**src/cpps_pkg.sv**
```systemverilog
// Shared types and constants for the closest prime pair sieve core.
// No dependencies.
package cpps_pkg;

    typedef logic [15:0]        t_num;
    typedef logic signed [16:0] t_res;

    // Gap tracker starts from this value; a pair is kept only if its gap is smaller.
    localparam t_num GAP_START = 16'd32767;
    localparam t_res RES_NONE  = -17'sd1;

    typedef struct packed {
        logic clear;   // start a new range
        logic hit;     // n is prime and in range
        t_num n;
    } t_gap_ctl;

endpackage

```
**src/cpps_gap.sv**
```systemverilog
// Running tracker of the closest adjacent prime pair over an ascending scan.
// Depends on cpps_pkg.
module cpps_gap
    import cpps_pkg::*;
(
    input  logic     i_clk,
    input  logic     i_rst_n,
    input  t_gap_ctl i_ctl,
    output t_res     o_lower,
    output t_res     o_upper
);

    logic r_prev_v;
    t_num r_prev;
    t_num r_best_gap;
    t_res r_lo;
    t_res r_hi;
    t_num gap;

    assign gap = i_ctl.n - r_prev;

    always_ff @(posedge i_clk) begin
        if (!i_rst_n || i_ctl.clear) begin
            r_prev_v   <= 1'b0;
            r_prev     <= '0;
            r_best_gap <= GAP_START;
            r_lo       <= RES_NONE;
            r_hi       <= RES_NONE;
        end else if (i_ctl.hit) begin
            if (r_prev_v && gap < r_best_gap) begin
                r_best_gap <= gap;
                r_lo       <= signed'({1'b0, r_prev});
                r_hi       <= signed'({1'b0, i_ctl.n});
            end
            r_prev   <= i_ctl.n;
            r_prev_v <= 1'b1;
        end
    end

    assign o_lower = r_lo;
    assign o_upper = r_hi;

endmodule

```
**config.mk**
```make
export PLATFORM = sky130hd
export DESIGN_NAME = cpps_gap
export DESIGN_NICKNAME = d
export VERILOG_FILES = /design/src/cpps_pkg.sv /design/src/cpps_gap.sv
export SDC_FILE = /design/constraint.sdc
export NUM_CORES = 1
export LEC_CHECK = 0
export BUFFER_PORTS_ARGS = -buffer_cell sky130_fd_sc_hd__buf_2
export CAP_MARGIN = 0
export CORE_MARGIN = 4
export CORE_UTILIZATION = 35
export CTS_CLUSTER_DIAMETER = 30
export DETAILED_ROUTE_END_ITERATION = 16
export GPL_TIMING_DRIVEN = 0
export PLACE_DENSITY = 0.59
export SLEW_MARGIN = 10
export SYNTH_ARGS = -nofsm -noshare
export SYNTH_HDL_FRONTEND = slang
export SYNTH_SLANG_ARGS = --single-unit
```
**constraint.sdc**
```tcl
create_clock -name i_clk -period 6.7 [get_ports i_clk]
set_clock_uncertainty 0.15 [all_clocks]
set_input_delay 1.005 -clock i_clk [delete_from_list [all_inputs] [get_ports i_clk]]
set_output_delay 1.005 -clock i_clk [all_outputs]
set_load 0.1 [all_outputs]
```
==> flow_summary.yaml, run 1 <==
status:
  outcome: "finished, final reports clean"
die:
  dieArea_um2: 11600
  core_area_um2: 9730
  start_util_pct: 35.9
  fp.dieH_um: 108
  fp.dieW_um: 108
  placementRows: 36
  io_pins: 54
timing:
  max_freq_ghz: 0.211
  rsz0062_at_grt: "false"
  setup_violations: 0
  fin_crit_ns: 4.74
  tightest_slew_ns: 0.805
  hold_violations: 0
  tns_ns: 0
  hold_slack_ns: 0.312
  max-slew-margin-rel_pct: 46.3
  fin_ws_ns: 1.96
  finalMaxSlewViolations: 0
  period_share_pct: 70.8
worst_setup_path:
  cp_slowest_stage_delay_ns: 0.55
  crit_type: "input pin to flip-flop"
  endpoint_kind: "flip-flop"
  critPathSlowestCell: "or4_1"
  crit_arrival_ns: 4.80
  crit_fanout: 10
  cp_data_required_time_ns: 6.76
  critPathTopFamily: "simple AND/OR/NAND/NOR gates"
  crit_path_cell_trace: "buf_2 -> inv_1 -> ha_1 -> fa_1 -> nor2b_1 -> o2111ai_1 -> nand3_1 -> a21boi_0 -> xor2_1 -> inv_1 -> ha_1 -> nand4_1 -> or4_1 -> a211o_1 -> o211ai_2 -> buf_6 -> buf_6 -> mux2i_1 -> nand2_1"
  worst_setup_path_start_kind: "input pin"
  cp_num_buf_inv: 5
pwr:
  powerDensity_nw_per_um2: 212
  power.total_uw: 867
  p_leak_nw: 2.08
  irDropWorstVdd_uv: 114
place:
  globalplace.congestion: 0.859
  place_ws_ns: 1.61
  dpl.hpwl_um: 6380
  dp_cells: 587
  port_buffers: 52
  post_dp_cell_area_um2: 3920
global_route:
  antenna_found_initial: 0
  grt_max_degree: 11
  grt_pass1_vias: 2715
  grt_first_pass_wirelength_um: 13300
  grt_overflow: 0
  grt_usage_pct: 14.8
final_layout:
  post-route-util_pct: 42.1
  drive_above_1_share_pct: 16.2
  fin_area_um2: 4100
  final_cell_count_no_fill: 601
  antennaDiodeCount: 0
  syn_to_final_growth_pct: 17.3
  fillers: 1020
  layout.nets: 516
clock_network:
  cts_buffers: 9
  ctsResizeCount: 0
  root_buffer: "clkbuf_8"
  clock_sinks: 66
  clk_pin_slew_worst_paths_ns: 0.07
  clock_latency_ns: 0.34
  cts_tree: "built"
  holdBufCountCts: 0
  clk_path_buf_depth: 2
  h-tree-depth: 3
  post_cts_buffers: 0
synth:
  synth_seq_cells: 66
  async_reset_ff_share_pct: 0
  yosys.area.top_type: "dfxtp_1"
  yosys-top-cells-area: "dfxtp_1 (38%), mux2i_1 (11%), ha_1 (11%)"
  synthTopCellsByCount: "dfxtp_1 (66), nand2_1 (58), inv_1 (39)"
  synthCells: 402
  seq_area_frac_synth_pct: 37.8
  yosysMostFrequentCell: "dfxtp_1"
  yosysTopAreaCellShare_pct: 37.8
  synthesis.area_um2: 3490
  yosysWarnings: 0
  synth_edf_count: 0
  synth_nets: 453
  ys_types: 37
  ys.flop_type: "dfxtp_1"
  syn_area_per_cell_um2: 8.68
detailed_routing:
  wl_per_cell_um: 13.8
  viasPerCell: 4.83
  dr_total_vias: 2904
  drt_iter0_drc: 87
  wirelength_um: 8290
  dr.pass1.iters: 4
  antenna_left: 0
  drc: 0
worst_hold_path:
  hold_class: "flip-flop to flip-flop"
flow_run:
  maxCapViolations: 0
## final timing paths
kind | from | to | slack, ns | cells past startpoint
setup / recovery | i_ctl[0] | r_best_gap[5] | 1.96 | 19
hold / removal | o_lower[16] | o_lower[16] | 0.31 | 2
setup reg to reg | r_prev[0] | r_best_gap[5] | 2.43 | 17
hold reg to reg | o_lower[16] | o_lower[16] | 0.31 | 2
## flip-flops by register name, summed over array words and instances, names as in the netlist
| name | cells |
|---|---|
| r_prev | 16 |
| o_upper | 16 |
| r_prev_v | 1 |
| o_lower | 17 |
| r_best_gap | 16 |
## cell type report
class                   count  area (um2)  share of cell area (%)
multi-input cells         276        1920                    46.8
flip-flops and latches     66        1320                    32.3
repair buffers             52         260                    6.36
well taps                 133         166                    4.06
clock buffers              12         165                    4.03
inverters                  39         146                    3.57
plain buffers              21         108                    2.63
clock inverters             2        12.5                   0.306
## worst reg2reg max path: cells and delay by family (launching register included)
kind            cells  cell delay (ns)
compound gates      4             0.68
xor+xnor            1             0.25
fa+ha+maj           3             0.94
buf+inv             3             0.43
flops               1             0.34
mux                 1             0.20
simple gates        5             1.14
## cell families after synthesis
group	count (synthesis)	synth area share, %
compound gates	81	15.2
xor+xnor	14	3.51
fa+ha+maj	31	11.3
buf+inv	60	7.28
flops	66	37.8
mux	38	10.9
simple gates	112	13.9
## where the power goes
part	leakage (nW)	total (mW)	internal (mW)	switching (mW)
logic	1.45	0.161	0.0566	0.104
clock network	0.0903	0.304	0.160	0.144
registers	0.536	0.402	0.399	0.00331
## placed cells by master (no fill, tap or decap), types with 3 or more instances in the layout
cell type / n
nand2b_1: 3
mux2i_1: 38
nand2_1: 58
buf_2: 57
clkbuf_8: 12
o21a_1: 4
a21oi_1: 20
xor2_1: 9
o211ai_1: 21
ha_1: 30
nor2_1: 28
dfxtp_1: 66
o21ai_0: 13
nor2b_1: 4
xnor2_1: 5
nand4_1: 5
nand3_1: 4
a21o_1: 7
and2_1: 4
a31oi_1: 5
clkbuf_1: 11
inv_1: 39
## metal layers
layer	GRT usage, %	part of all wire [%]	wire [um]
met1	19.6	48	4010
met2	23.1	45	3760
met3	2.94	4.4	367
met4	6.49	1.7	138
met5	0	0	0
Power figures use the tool's default switching activity.
==> run 2, diff against run 1 <==
--- a/config.mk
+++ b/config.mk
@@ -12,7 +12,7 @@
 export CTS_CLUSTER_DIAMETER = 30
 export DETAILED_ROUTE_END_ITERATION = 16
 export GPL_TIMING_DRIVEN = 0
-export PLACE_DENSITY = 0.59
+export PLACE_DENSITY = 0.61
 export SLEW_MARGIN = 10
 export SYNTH_ARGS = -nofsm -noshare
 export SYNTH_HDL_FRONTEND = slang
==> constraint.sdc (replaced) <==
create_clock -name i_clk -period 3.95 [get_ports i_clk]
set_clock_uncertainty 0.15 [all_clocks]
set_input_delay 0.5925 -clock i_clk [delete_from_list [all_inputs] [get_ports i_clk]]
set_output_delay 0.5925 -clock i_clk [all_outputs]
set_load 0.1 [all_outputs]
==> run 2 against run 1 <==
Against the previous run:
- via count grew 5.0%
- critical path depth grew 2
- the run now ends with negative setup slack left
- routed wire length grew 12%
- core utilization grew 5.3 points
- total power grew 78%
- hold slack lost 0.0031 ns
- worst setup slack lost 2.0 ns
- combinational power grew 110%
- die area is the same
- sequential share of layout area shrank 3.5 points
- register-to-register slack lost 2.5 ns
- count of clock-buffer cells in the layout shrank 2
==> flow_summary.yaml, run 2 (same netlist as run 1, synthesis figures left out) <==
final_layout:
  layout.nets: 535
  antennaDiodeCount: 0
  fillers: 979
  final_cell_count_no_fill: 622
  multiInputGateArea_um2: 2080
  drive_above_1_share_pct: 25.2
  layout_commonest_cell: "dfxtp_1"
  syn_to_final_growth_pct: 32.0
  seqCellArea_um2: 1320
  largest_reg_flops: 17
  final_cell_mix: "dfxtp_1 (64), nand2_1 (57), buf_2 (52)"
timing:
  tightest_slew_ns: 0.821
  period_share_pct: 102
  max_freq_ghz: 0.248
  hold_violations: 0
  setup_violations: 26
  max-slew-margin-rel_pct: 45.3
  fin_crit_ns: 4.04
  fin_ws_ns: -0.0897
  rsz0062_at_grt: "true"
  finalMaxSlewViolations: 0
clock_network:
  clock_latency_ns: 0.35
  cts_buffers: 9
  holdBufCountCts: 0
  clock_sinks: 66
  clk_path_buf_depth: 2
  h-tree-depth: 3
  root_buffer: "clkbuf_8"
  clk_pin_slew_worst_paths_ns: 0.07
  cts_tree: "built"
place:
  dpl.hpwl_um: 6430
  dp_cells: 587
  place_ws_ns: -0.490
  port_buffers: 52
  globalplace.congestion: 0.860
pwr:
  irDropWorstVdd_uv: 233
  p_leak_nw: 2.28
  powerDensity_nw_per_um2: 335
detailed_routing:
  drt_iter0_drc: 99
  wl_per_cell_um: 14.9
  drc: 0
  viasPerCell: 4.90
  wirelength_um: 9270
  dr_total_vias: 3048
  dr.pass1.iters: 4
  antenna_left: 0
status:
  violations: "negative setup slack"
  outcome: "finished, violations left"
global_route:
  grt_max_degree: 13
  grt_overflow: 0
  grt_first_pass_wirelength_um: 14100
  grt_pass1_vias: 2928
  grt_usage_pct: 15.3
  antenna_found_initial: 0
die:
  fp.dieW_um: 108
  io_pins: 54
  fp.dieH_um: 108
  core_area_um2: 9730
  placementRows: 36
  start_util_pct: 35.9
  dieArea_um2: 11600
worst_setup_path:
  cp_num_buf_inv: 7
  rr_worst_depth: 19
  crit_fanout: 3
  endpoint_kind: "flip-flop"
  crit_path_cell_trace: "buf_6 -> inv_2 -> ha_4 -> fa_2 -> nor2b_2 -> o2111ai_2 -> nand3_2 -> a21boi_2 -> xor2_1 -> inv_1 -> ha_4 -> nand4_1 -> or4_1 -> a211o_1 -> o211ai_2 -> buf_6 -> buf_4 -> buf_12 -> buf_4 -> nor2_1 -> a21o_1"
  crit_arrival_ns: 4.13
  critPathTopFamily: "simple AND/OR/NAND/NOR gates"
  crit_type: "input pin to flip-flop"
  critPathSlowestCell: "or4_1"
  crit_cells: 21
  cp_slowest_stage_delay_ns: 0.55
  worst_setup_path_start_kind: "input pin"
  cp_data_required_time_ns: 4.04
worst_hold_path:
  hold_depth: 2
  hold_class: "flip-flop to flip-flop"
flow_run:
  maxCapViolations: 0
==> run 2: layer usage <==
| layer | GRT usage (%) | vias up | wire length, um |
|---|---|---|---|
| met1 | 19.5 | 1443 | 4230 |
| met4 | 3.61 | 0 | 54 |
| met3 | 4.02 | 5 | 430 |
| li1 | - | 1541 | - |
| met2 | 25.8 | 59 | 4560 |
| met5 | 0 | - | 0 |
==> run 2: repair_timing <==
| action | CTS | global route |
|---|---|---|
| pin swaps | 4 | 9 |
| setup endpoints to repair | 45 | 49 |
| cloned | 1 | 4 |
| gates resized for setup | 14 | 28 |
| buffers inserted | 6 | 10 |
| endpoints found under the hold margin | 0 | 0 |
==> run 2: worst register-to-register path, cell delays in order (launching register included) <==
cell and delay [ns]:
dfxtp_2 0.35, ha_4 0.17, fa_2 0.37, nor2b_2 0.16, o2111ai_2 0.15, nand3_2 0.15
a21boi_2 0.07, xor2_1 0.26, inv_1 0.11, ha_4 0.28, nand4_1 0.13, or4_1 0.55
a211o_1 0.26, o211ai_2 0.09, buf_6 0.14, buf_4 0.11, buf_12 0.11, buf_4 0.12
nor2_1 0.04, a21o_1 0.18
==> run 2: layout make-up <==
class | instances | area share (%)
Sequential cell | 66 | 28.7
Clock buffer | 10 | 2.99
Tap cell | 133 | 3.61
Clock inverter | 6 | 0.923
Multi-Input combinational cell | 276 | 45.1
Inverter | 39 | 3.18
Timing Repair Buffer | 73 | 12.2
Buffer | 19 | 3.34
==> run 2: per-stage QoR <==
stage	utilization, %	hold slack, ns	power (mW)	area (um2)	setup TNS, ns
after floorplan	-	0.285	0.902	3530	0
after global placement	40.6	0.296	0.969	3950	-18.89
after detailed placement	40.6	0.304	0.974	3950	-21.11
after CTS	44.3	0.318	1.52	4310	-0.0517
after global routing	47.4	0.346	1.61	4610	-10.45
final	47.4	0.309	1.54	4610	-0.910
==> run 2: worst paths after layout <==
| path | from | end | slack (ns) |
|---|---|---|---|
| setup / recovery | i_ctl[0] | r_best_gap[15] | -0.09 |
| setup reg to reg | r_prev[0] | r_best_gap[15] | -0.08 |
| hold reg to reg | o_lower[16] | o_lower[16] | 0.31 |
| hold / removal | o_lower[16] | o_lower[16] | 0.31 |
==> run 2: where the power goes <==
group | total, mW | switching [mW] | internal [mW]
registers | 0.682 | 0.00589 | 0.676
logic | 0.331 | 0.197 | 0.134
clock network | 0.529 | 0.285 | 0.245
total | 1.54 | 0.487 | 1.05
==> run 3, diff against run 2 <==
--- a/config.mk
+++ b/config.mk
@@ -5,7 +5,7 @@
 export SDC_FILE = /design/constraint.sdc
 export NUM_CORES = 1
 export LEC_CHECK = 0
-export BUFFER_PORTS_ARGS = -buffer_cell sky130_fd_sc_hd__buf_2
+export BUFFER_PORTS_ARGS = -buffer_cell sky130_fd_sc_hd__buf_4
 export CAP_MARGIN = 0
 export CORE_MARGIN = 4
 export CORE_UTILIZATION = 35
==> run 3 against run 2 <==
Against the previous run:
- the flow now finishes without violations
- first-iteration DRC count is 45% higher
- sequential power about the same
- die area is the same
- non-clock buffer count is 6 higher
- clock power shrank 0.9%
- critical path depth is 1 lower
- critical path type unchanged
- highest routed layer unchanged
==> flow_summary.yaml, run 3 (same netlist as run 1, synthesis figures left out) <==
worst_setup_path:
  rr_worst_depth: 18
  cp_data_required_time_ns: 4.00
  critPathTopFamily: "simple AND/OR/NAND/NOR gates"
  worst_setup_path_start_kind: "input pin"
  cp_slowest_stage_delay_ns: 0.48
  crit_fanout: 7
  endpoint_kind: "flip-flop"
  crit_cells: 20
  cp_num_buf_inv: 7
  crit_type: "input pin to flip-flop"
  crit_top_cell: "ha_4"
  crit_path_cell_trace: "buf_8 -> inv_4 -> ha_4 -> fa_2 -> nor2b_2 -> o2111ai_2 -> nand3b_1 -> a31oi_1 -> xor2_1 -> inv_1 -> ha_4 -> nand4_1 -> or4_1 -> a211o_1 -> o211ai_2 -> buf_6 -> buf_12 -> buf_4 -> clkbuf_16 -> o211ai_1"
  crit_arrival_ns: 3.99
  critPathSlowestCell: "or4_1"
timing:
  hold_violations: 0
  rsz0062_at_grt: "true"
  fin_crit_ns: 3.94
  period_share_pct: 99.8
  tns_ns: 0
  tightest_slew_ns: 0.781
  max_freq_ghz: 0.254
  finalMaxSlewViolations: 0
  fin_ws_ns: 0.00983
  max-slew-margin-rel_pct: 47.9
  setup_violations: 0
detailed_routing:
  viasPerCell: 4.87
  wl_per_cell_um: 14.9
  dr_total_vias: 3055
  drc: 0
  wirelength_um: 9320
  antenna_left: 0
  drt_iter0_drc: 144
  dr.pass1.iters: 4
final_layout:
  post-route-util_pct: 48.9
  layout.nets: 541
  layout_commonest_cell: "buf_4"
  final_cell_count_no_fill: 627
  antennaDiodeCount: 0
  final_cell_mix: "buf_4 (75), dfxtp_1 (64), nand2_1 (58)"
  syn_to_final_growth_pct: 36.2
  drive_above_1_share_pct: 27.5
  largest_reg_flops: 17
die:
  dieArea_um2: 11600
  core_area_um2: 9730
  io_pins: 54
  fp.dieW_um: 108
  fp.dieH_um: 108
  placementRows: 36
  start_util_pct: 35.9
pwr:
  power.total_mw: 1.57
  powerDensity_nw_per_um2: 330
  p_leak_nw: 2.35
  irDropWorstVdd_uv: 205
clock_network:
  h-tree-depth: 3
  cts_tree: "built"
  clock_latency_ns: 0.35
  clk_pin_slew_worst_paths_ns: 0.07
  holdBufCountCts: 0
  root_buffer: "clkbuf_8"
  clock_sinks: 66
  clk_path_buf_depth: 2
  cts_buffers: 9
worst_hold_path:
  hold_depth: 2
  hold_class: "flip-flop to flip-flop"
place:
  dp_cells: 587
  port_buffers: 52
  globalplace.congestion: 0.830
  place_ws_ns: -0.559
  dpl.hpwl_um: 6370
global_route:
  grt_pass1_vias: 2991
  grt_usage_pct: 15.5
  grt_first_pass_wirelength_um: 14200
  grt_overflow: 0
  antenna_found_initial: 0
  grt_max_degree: 12
status:
  outcome: "finished, final reports clean"
flow_run:
  maxCapViolations: 0
## run 3: cell types whose count changed in the layout (fill, tap and decap cells not counted), sizes merged
| cell | previous run | this run |
|---|---|---|
| clkinvlp | 2 | 3 |
| clkinv | 4 | 1 |
| clkbuf | 23 | 21 |
| buf | 78 | 88 |
| bufbuf | 1 | 0 |
## run 3: routing by layer
metal | routed length, um | GRT usage, % | share of wire, %
met1 | 4320 | 20.1 | 46
met2 | 4520 | 25.1 | 48
met3 | 357 | 4.02 | 3.8
met4 | 127 | 5.14 | 1.4
met5 | 0 | 0 | 0
## run 3: final timing paths
check                            startpoint          end  slack, ns
worst max-delay path               i_ctl[0]  o_lower[10]       0.01
worst min-delay path            o_lower[16]  o_lower[16]       0.31
worst max register to register    r_prev[0]  o_lower[10]       0.02
worst min register to register  o_lower[16]  o_lower[16]       0.31
## run 3: tightest hold or removal path, stage by stage, from the launching register on
cell and delay (ns):
dfxtp_1 0.32, nand2_1 0.05, nand2_1 0.04
## run 3: area by class of cell
cell class,count,area [um2]
fill,952,4980
multi-input combinational,276,2120
sequential,66,1320
timing repair buffer,81,694
tap,133,166
clock buffer,11,151
inverter,39,149
buffer,17,125
clock inverter,4,27.5
## run 3: per-stage QoR
stage | instance area [um2] | hold slack (ns)
final | 4750 | 0.312
after global routing | 4750 | 0.328
after CTS | 4450 | 0.316
after detailed placement | 4080 | 0.305
after global placement | 4080 | 0.299
after floorplan | 3530 | 0.285
## run 3: repair_timing
item,in CTS,in global routing
resized for setup,9,40
pin swaps,7,10
gates cloned,1,2
setup buffers,13,13
setup endpoints to repair,48,49
hold endpoints to repair,0,0
## run 3: report_power, final
part	total [mW]	internal (mW)	switching (mW)
Clock	0.524	0.257	0.267
Combinational	0.360	0.154	0.206
Sequential	0.682	0.676	0.00591
